==> src/rtl/stma_pkg.sv <==
// ----------------------------------------------------------------------------
// stma_pkg
// Shared types and constants of the sparse triplet merge-add core.
// ----------------------------------------------------------------------------
`default_nettype none

package stma_pkg;

    localparam int LIST_DEPTH = 32;
    localparam int ADDR_W     = (LIST_DEPTH > 1) ? $clog2(LIST_DEPTH) : 1;
    localparam int CNT_W      = $clog2(LIST_DEPTH + 1);

    // list fill count at which further loads are dropped
    localparam logic [CNT_W-1:0] DEPTH_CNT = CNT_W'(LIST_DEPTH);

    // action codes
    localparam logic [1:0] ACT_LOAD_A = 2'd0;
    localparam logic [1:0] ACT_LOAD_B = 2'd1;
    localparam logic [1:0] ACT_START  = 2'd2;

    typedef struct packed {
        logic [7:0]         row;
        logic [7:0]         col;
        logic signed [15:0] value;
    } entry_t;

    // top -> merge sequencer
    typedef struct packed {
        logic             start;
        logic [CNT_W-1:0] cnt_a;
        logic [CNT_W-1:0] cnt_b;
        logic             ovf;
    } merge_ctl_t;

    // merge sequencer -> top
    typedef struct packed {
        logic busy;
        logic done;
    } merge_sts_t;

    typedef enum logic [1:0] {
        ST_IDLE  = 2'b01,
        ST_MERGE = 2'b10
    } merge_state_t;

endpackage

`default_nettype wire

==> src/rtl/stma_list_ram.sv <==
// ----------------------------------------------------------------------------
// stma_list_ram
// One entry list: single write port, registered read port.
// ----------------------------------------------------------------------------
`default_nettype none

module stma_list_ram (
    input  wire logic                        aclk,
    input  wire logic                        we,
    input  wire logic [stma_pkg::ADDR_W-1:0] waddr,
    input  wire stma_pkg::entry_t            wdata,
    input  wire logic [stma_pkg::ADDR_W-1:0] raddr,
    output stma_pkg::entry_t                 rdata
);

    stma_pkg::entry_t mem [stma_pkg::LIST_DEPTH];

    always_ff @(posedge aclk) begin
        if (we) begin
            mem[waddr] <= wdata;
        end
    end

    always_ff @(posedge aclk) begin
        rdata <= mem[raddr];
    end

endmodule

`default_nettype wire

==> src/rtl/stma_merge.sv <==
// ----------------------------------------------------------------------------
// stma_merge
// Two-head merge sequencer with output register.
// ----------------------------------------------------------------------------
`default_nettype none

module stma_merge (
    input  wire logic                        aclk,
    input  wire logic                        aresetn,
    input  wire stma_pkg::merge_ctl_t        ctl,
    output stma_pkg::merge_sts_t             sts,
    input  wire stma_pkg::entry_t            head_a,
    input  wire stma_pkg::entry_t            head_b,
    output logic [stma_pkg::ADDR_W-1:0]      raddr_a,
    output logic [stma_pkg::ADDR_W-1:0]      raddr_b,
    output logic                             m_valid,
    input  wire logic                        m_ready,
    output logic [7:0]                       m_out_row,
    output logic [7:0]                       m_out_col,
    output logic signed [16:0]               m_out_value,
    output logic                             m_empty_res,
    output logic                             m_overflowed,
    output logic                             m_last
);

    stma_pkg::merge_state_t state_reg, state_next;
    logic [stma_pkg::CNT_W-1:0] ia_reg, ia_next, ib_reg, ib_next;
    logic valid_reg, valid_next;
    logic [7:0] row_reg, row_next, col_reg, col_next;
    logic signed [16:0] val_reg, val_next;
    logic empty_reg, empty_next, ovf_reg, ovf_next, last_reg, last_next;

    logic        a_done, b_done, can_emit, take_a, take_b, done;
    logic [15:0] key_a, key_b;
    logic signed [16:0] va, vb;

    always_comb begin
        a_done   = (ia_reg >= ctl.cnt_a);
        b_done   = (ib_reg >= ctl.cnt_b);
        key_a    = {head_a.row, head_a.col};
        key_b    = {head_b.row, head_b.col};
        va       = 17'(head_a.value);
        vb       = 17'(head_b.value);
        take_a   = b_done || (!a_done && (key_a < key_b));
        take_b   = !take_a && (a_done || (key_b < key_a));
        can_emit = (state_reg == stma_pkg::ST_MERGE) && (!valid_reg || m_ready);

        state_next = state_reg;
        ia_next    = ia_reg;
        ib_next    = ib_reg;
        valid_next = valid_reg && !m_ready;
        row_next   = row_reg;
        col_next   = col_reg;
        val_next   = val_reg;
        empty_next = empty_reg;
        ovf_next   = ovf_reg;
        last_next  = last_reg;
        done       = 1'b0;

        unique case (state_reg)
            stma_pkg::ST_IDLE: begin
                ia_next = '0;
                ib_next = '0;
                if (ctl.start) begin
                    state_next = stma_pkg::ST_MERGE;
                end
            end
            stma_pkg::ST_MERGE: begin
                if (can_emit) begin
                    valid_next = 1'b1;
                    ovf_next   = ctl.ovf;
                    if (a_done && b_done) begin
                        // both lists empty
                        row_next   = '0;
                        col_next   = '0;
                        val_next   = '0;
                        empty_next = 1'b1;
                        last_next  = 1'b1;
                        done       = 1'b1;
                    end else begin
                        empty_next = 1'b0;
                        if (take_a) begin
                            row_next = head_a.row;
                            col_next = head_a.col;
                            val_next = va;
                            ia_next  = ia_reg + stma_pkg::CNT_W'(1);
                        end else if (take_b) begin
                            row_next = head_b.row;
                            col_next = head_b.col;
                            val_next = vb;
                            ib_next  = ib_reg + stma_pkg::CNT_W'(1);
                        end else begin
                            row_next = head_a.row;
                            col_next = head_a.col;
                            val_next = va + vb;
                            ia_next  = ia_reg + stma_pkg::CNT_W'(1);
                            ib_next  = ib_reg + stma_pkg::CNT_W'(1);
                        end
                        last_next = (ia_next >= ctl.cnt_a) && (ib_next >= ctl.cnt_b);
                        done      = last_next;
                    end
                    if (done) begin
                        state_next = stma_pkg::ST_IDLE;
                    end
                end
            end
            default: begin
                state_next = stma_pkg::ST_IDLE;
            end
        endcase
    end

    always_ff @(posedge aclk) begin
        if (!aresetn) begin
            state_reg <= stma_pkg::ST_IDLE;
            ia_reg    <= '0;
            ib_reg    <= '0;
            valid_reg <= 1'b0;
        end else begin
            state_reg <= state_next;
            ia_reg    <= ia_next;
            ib_reg    <= ib_next;
            valid_reg <= valid_next;
        end
    end

    always_ff @(posedge aclk) begin
        row_reg   <= row_next;
        col_reg   <= col_next;
        val_reg   <= val_next;
        empty_reg <= empty_next;
        ovf_reg   <= ovf_next;
        last_reg  <= last_next;
    end

    // read the next heads; the registered RAM returns the data in the next cycle
    assign raddr_a = ia_next[stma_pkg::ADDR_W-1:0];
    assign raddr_b = ib_next[stma_pkg::ADDR_W-1:0];

    assign sts.busy = (state_reg == stma_pkg::ST_MERGE);
    assign sts.done = done;

    assign m_valid      = valid_reg;
    assign m_out_row    = row_reg;
    assign m_out_col    = col_reg;
    assign m_out_value  = val_reg;
    assign m_empty_res  = empty_reg;
    assign m_overflowed = ovf_reg;
    assign m_last       = last_reg;

endmodule

`default_nettype wire

==> src/rtl/sparse_triplet_merge_add_core.sv <==
// ----------------------------------------------------------------------------
// sparse_triplet_merge_add_core
// Adds two sparse matrices held as sorted (row, col, value) lists.
// ----------------------------------------------------------------------------
//  channel | dir | handshake          | payload
//  s_      | in  | s_valid / s_ready  | action, row, col, value
//  m_      | out | m_valid / m_ready  | out_row, out_col, out_value, empty_res,
//          |     |                    | overflowed, last
//
//  Loads are accepted back to back.
//  A start runs the merge: one result per cycle out of the two list RAMs
//  while m_ready is high, each head re-read every cycle.
//  s_ready is low while a merge runs; m_ready low stalls it with a result held.
//  Reset (aresetn, synchronous) empties both lists and clears the overflow
//  flag; list RAM contents are not cleared.
// ----------------------------------------------------------------------------
`default_nettype none

module sparse_triplet_merge_add_core (
    input  wire logic               aclk,
    input  wire logic               aresetn,
    input  wire logic               s_valid,
    output logic                    s_ready,
    input  wire logic [1:0]         s_action,
    input  wire logic [7:0]         s_row,
    input  wire logic [7:0]         s_col,
    input  wire logic signed [15:0] s_value,
    output logic                    m_valid,
    input  wire logic               m_ready,
    output logic [7:0]              m_out_row,
    output logic [7:0]              m_out_col,
    output logic signed [16:0]      m_out_value,
    output logic                    m_empty_res,
    output logic                    m_overflowed,
    output logic                    m_last
);

    logic [stma_pkg::CNT_W-1:0] cnt_a_reg, cnt_a_next, cnt_b_reg, cnt_b_next;
    logic ovf_reg, ovf_next;

    logic acc, load_a, load_b, we_a, we_b;
    stma_pkg::entry_t wentry, head_a, head_b;
    logic [stma_pkg::ADDR_W-1:0] raddr_a, raddr_b;
    stma_pkg::merge_ctl_t ctl;
    stma_pkg::merge_sts_t sts;

    assign s_ready = !sts.busy;
    assign acc     = s_valid && s_ready;
    assign load_a  = acc && (s_action == stma_pkg::ACT_LOAD_A);
    assign load_b  = acc && (s_action == stma_pkg::ACT_LOAD_B);
    // a load into a full list is dropped
    assign we_a    = load_a && (cnt_a_reg < stma_pkg::DEPTH_CNT);
    assign we_b    = load_b && (cnt_b_reg < stma_pkg::DEPTH_CNT);

    assign wentry.row   = s_row;
    assign wentry.col   = s_col;
    assign wentry.value = s_value;

    always_comb begin
        cnt_a_next = cnt_a_reg;
        cnt_b_next = cnt_b_reg;
        ovf_next   = ovf_reg;
        if (sts.done) begin
            // run finished: both lists are empty again
            cnt_a_next = '0;
            cnt_b_next = '0;
            ovf_next   = 1'b0;
        end else begin
            if (we_a) begin
                cnt_a_next = cnt_a_reg + stma_pkg::CNT_W'(1);
            end
            if (we_b) begin
                cnt_b_next = cnt_b_reg + stma_pkg::CNT_W'(1);
            end
            if ((load_a && !we_a) || (load_b && !we_b)) begin
                ovf_next = 1'b1;
            end
        end
    end

    always_ff @(posedge aclk) begin
        if (!aresetn) begin
            cnt_a_reg <= '0;
            cnt_b_reg <= '0;
            ovf_reg   <= 1'b0;
        end else begin
            cnt_a_reg <= cnt_a_next;
            cnt_b_reg <= cnt_b_next;
            ovf_reg   <= ovf_next;
        end
    end

    assign ctl.start = acc && (s_action == stma_pkg::ACT_START);
    assign ctl.cnt_a = cnt_a_reg;
    assign ctl.cnt_b = cnt_b_reg;
    assign ctl.ovf   = ovf_reg;

    stma_list_ram u_list_a (
        .aclk  (aclk),
        .we    (we_a),
        .waddr (cnt_a_reg[stma_pkg::ADDR_W-1:0]),
        .wdata (wentry),
        .raddr (raddr_a),
        .rdata (head_a)
    );

    stma_list_ram u_list_b (
        .aclk  (aclk),
        .we    (we_b),
        .waddr (cnt_b_reg[stma_pkg::ADDR_W-1:0]),
        .wdata (wentry),
        .raddr (raddr_b),
        .rdata (head_b)
    );

    stma_merge u_merge (
        .aclk         (aclk),
        .aresetn      (aresetn),
        .ctl          (ctl),
        .sts          (sts),
        .head_a       (head_a),
        .head_b       (head_b),
        .raddr_a      (raddr_a),
        .raddr_b      (raddr_b),
        .m_valid      (m_valid),
        .m_ready      (m_ready),
        .m_out_row    (m_out_row),
        .m_out_col    (m_out_col),
        .m_out_value  (m_out_value),
        .m_empty_res  (m_empty_res),
        .m_overflowed (m_overflowed),
        .m_last       (m_last)
    );

endmodule

`default_nettype wire

==> config.mk <==
export PLATFORM = sky130hd
export DESIGN_NAME = sparse_triplet_merge_add_core
export DESIGN_NICKNAME = d
export VERILOG_FILES = /design/src/rtl/stma_pkg.sv /design/src/rtl/stma_list_ram.sv /design/src/rtl/stma_merge.sv /design/src/rtl/sparse_triplet_merge_add_core.sv
export SDC_FILE = /design/constraint.sdc
export NUM_CORES = 2
export LEC_CHECK = 0
export BUFFER_PORTS_ARGS = -buffer_cell sky130_fd_sc_hd__buf_2
export CAP_MARGIN = 25
export CORE_MARGIN = 10
export CORE_UTILIZATION = 46
export CTS_CLUSTER_SIZE = 10
export DETAILED_ROUTE_END_ITERATION = 10
export SLEW_MARGIN = 20
export SYNTH_ARGS = -nofsm -noshare
export SYNTH_HDL_FRONTEND = slang
export SYNTH_HIERARCHICAL = 1
export SYNTH_SLANG_ARGS = --single-unit
==> constraint.sdc <==
create_clock -name aclk -period 4.9 [get_ports aclk]
set_input_delay 0 -clock aclk [delete_from_list [all_inputs] [get_ports aclk]]
set_output_delay 0 -clock aclk [all_outputs]
set_load 0.02 [all_outputs]
==> impl_metrics.toml <==
[status]
run_status = "finished clean"

[worst_setup_path]
critPathMaxStageDelay_ns = 0.43
critPathMaxFanout = 20
start_kind = "register"
reg2reg_setup_slack_ns = 0.25
crit_chain = "inv_1, ha_1, nor2b_1, o21ai_0, a221o_1, buf_4, a31oi_4, o21ai_1, a21boi_4, buf_12, buf_12, buf_4, mux2i_1, a21oi_1, a31oi_1, nand3_1"
r2r-end = "u_list_a/rdata[17]$_DFF_P_"
critPathArrivalTime_ns = 5.24
crit_required_ns = 5.49
critPathKind = "reg2reg"
endpoint_kind = "register"
r2r_start = "u_merge/ia_reg[0]$_SDFF_PN0_"
cp_slowest_cell = "a221o_1"
r2r_cells = 16

[yosys]
syn_area_mm2 = 0.0863
async_flop_share_pct = 0
syn_inst = 5112
yosysSeqAreaShare_pct = 74.7
synth_common_cells = "2,084 x edfxtp_1, 1,027 x mux2i_1, 258 x nand2_1"
synth_top_area_share_pct = 72.5
yosysTopAreaCell = "edfxtp_1"
synth.top_cells.by_area = "edfxtp_1 73%, mux2i_1 12%, dfxtp_1 2.1%, a22oi_1 1.7%, a21oi_1 1.3%"
yosysMostFrequentCell = "edfxtp_1"
synth_edf_count = 2084
synth_cell_types = 81
synth_ff_type = "edfxtp_1"
ys_seq_elements = 2176
synth_warnings = 6
syn_area_per_cell_um2 = 16.9
syn-num-nets = 5213

[timing]
maxSlewHeadroom_pct = 30.3
tightest_slew_ns = 1.04
period_share_pct = 94.9
rsz0062_at_grt = "no"
fmax_mhz = 215
hold_viol = 0
fin_crit_ns = 4.65
slew_viol_final = 0
tns_ns = 0
fin_skew_ns = 0.0335
setup_violations = 0

[die]
die_w_um = 453
initial_core_util_pct = 46.4
rows = 158
die-area_mm2 = 0.205
pin_count = 76
die-height_um = 453
core_area_mm2 = 0.186

[worst_hold_path]
worstHoldPathType = "in2reg"
min_from = "aresetn"
worst_hold_path.endpoint = "u_merge/ia_reg[0]$_SDFF_PN0_"
hold_depth = 3

[routing]
post_drt_wl_per_cell_um = 28.8
vias = 47798
drc = 0
drt_iter0_drc = 4239
first_pass_iters = 6
via_per_inst = 5.87
ant_nets = 0
drt-total-wl_um = 234000

[place]
port_buffers = 75
gp_congestion = 0.854
dp.cells = 7706
dpl_cell_area_mm2 = 0.0917
dpl.hpwl_um = 137000

[clocking]
post-cts-setup-buffers = 0
cts-htree-levels = 4
clockBufferDepth = 3
clkLatencyLatePin_ns = 0.87
root_buffer = "clkbuf_16"
cts.sinks = 2176
cts_tree = "done"
clk_pin_slew_worst_paths_ns = 0.06
cts_buffers = 238

[power]
totalPowerFinal_w = 0.0377
power_density_mw_per_mm2 = 381
power_leakage_nw = 30.3
vdd_drop_max_mv = 0.321

[layout]
nFillCells = 14877
reg_top3 = "u_list_a/mem: 1024 flops, u_list_b/mem: 1024 flops"
area_growth_pct = 14.8
final_cells = 8138
layout-drive-gt1-share_pct = 13.7
layout.nets = 5609
fin_util_pct = 53.2
stdcell_area_mm2 = 0.0990

[grt]
antenna_found_initial = 25
grt_pass1_wl_um = 336000
grt_pass1_vias = 46989
grtUsageTotal_pct = 22.3
overflow = 0
grt_max_degree = 128

[job]
drv_cap = 0
report_power, final:
part	leakage, nW	internal, W	total (W)	switching (W)
clock	3.26	0.00908	0.0160	0.00691
combinational	7.57	0.000307	0.00114	0.000829
sequential	19.5	0.0205	0.0206	0.0000821
cell type report:
cell class | instances | area (um2) | area share, %
Inverter | 44 | 165 | 0.167
Antenna cell | 15 | 37.5 | 0.0379
Tap cell | 2480 | 3100 | 3.13
Multi-Input combinational cell | 2610 | 20600 | 20.8
Clock buffer | 357 | 6460 | 6.53
Timing Repair Buffer | 438 | 3930 | 3.97
Clock inverter | 18 | 328 | 0.331
Sequential cell | 2176 | 64400 | 65.1
critical path: cells and delay by family, from the launching register on:
family / cells / cell delay (ns)
flip-flops: 1 / 0.42
AO/OA/AOI/OAI: 7 / 1.79
AND/OR/NAND/NOR: 2 / 0.47
buffers and inverters: 5 / 1.12
multiplexers: 1 / 0.22
adder cells (fa/ha/maj): 1 / 0.30
worst max path at each step:
| stage | from | end | depth (start not counted) |
|---|---|---|---|
| CTS | u_merge/ib_reg[2]$_SDFF_PN0_ | u_list_a/rdata[17]$_DFF_P_ | 12 |
| floorplan | u_list_a/rdata[30]$_DFF_P_ | cnt_b_reg[5]$_SDFFE_PP0P_ | 20 |
| detailed placement | u_merge/ib_reg[2]$_SDFF_PN0_ | u_list_a/rdata[17]$_DFF_P_ | 12 |
| finish | u_merge/ia_reg[0]$_SDFF_PN0_ | u_list_a/rdata[17]$_DFF_P_ | 16 |
| global placement | u_merge/ib_reg[2]$_SDFF_PN0_ | u_list_a/rdata[17]$_DFF_P_ | 12 |
| global route | u_list_a/rdata[30]$_DFF_P_ | cnt_b_reg[1]$_SDFFE_PP0P_ | 17 |
through the flow:
step                      setup WS (ns)  hold slack, ns
after floorplan                   0.614          0.0989
after global placement            0.314           0.309
after detailed placement          0.300           0.310
after CTS                         0.280           0.137
after global routing             0.0320           0.139
final                             0.248           0.150
cell usage in the layout (no fill, tap or decap), drive strengths merged, types with 11 or more instances in the layout:
| cell | instances |
|---|---|
| edfxtp | 2084 |
| mux2i | 1027 |
| buf | 396 |
| clkbuf | 358 |
| nand2 | 258 |
| a21oi | 233 |
| nand3 | 214 |
| a22oi | 199 |
| a22o | 128 |
| nor2 | 107 |
| dfxtp | 92 |
| nor3 | 73 |
| a31oi | 71 |
| ha | 62 |
| inv | 50 |
| dlygate4sd3 | 41 |
| o21ai | 31 |
| o31ai | 24 |
| diode | 15 |
| xnor2 | 12 |
| nand2b | 12 |
| nand3b | 11 |
routing by layer:
metal,GRT usage [%],routed length (um),vias up
li1,-,-,20973
met2,37.6,116000,1697
met5,0,0,-
met1,29.8,96200,24755
met3,2.89,13800,373
met4,7.55,7760,0
timing repair:
item / CTS / global route
gates resized for setup: 0 / 4
endpoints found under the setup margin: 0 / 4
hold buffers: 41 / 0
hold endpoints to repair: 2029 / 0
logic make-up (layout without fill, tap and decap cells):
kind of cell | after synthesis | in the layout | synth area share (%)
AO/OA/AOI/OAI | 755 | 755 | 6.07
XOR/XNOR | 22 | 22 | 0.223
adder cells (fa/ha/maj) | 63 | 63 | 0.922
buffers and inverters | 326 | 857 | 2.15
flip-flops | 2176 | 2176 | 74.7
multiplexers | 1030 | 1030 | 12.0
other | 0 | 15 | 0
AND/OR/NAND/NOR | 740 | 740 | 3.99
No activity file was read; power rests on OpenSTA's default activity.
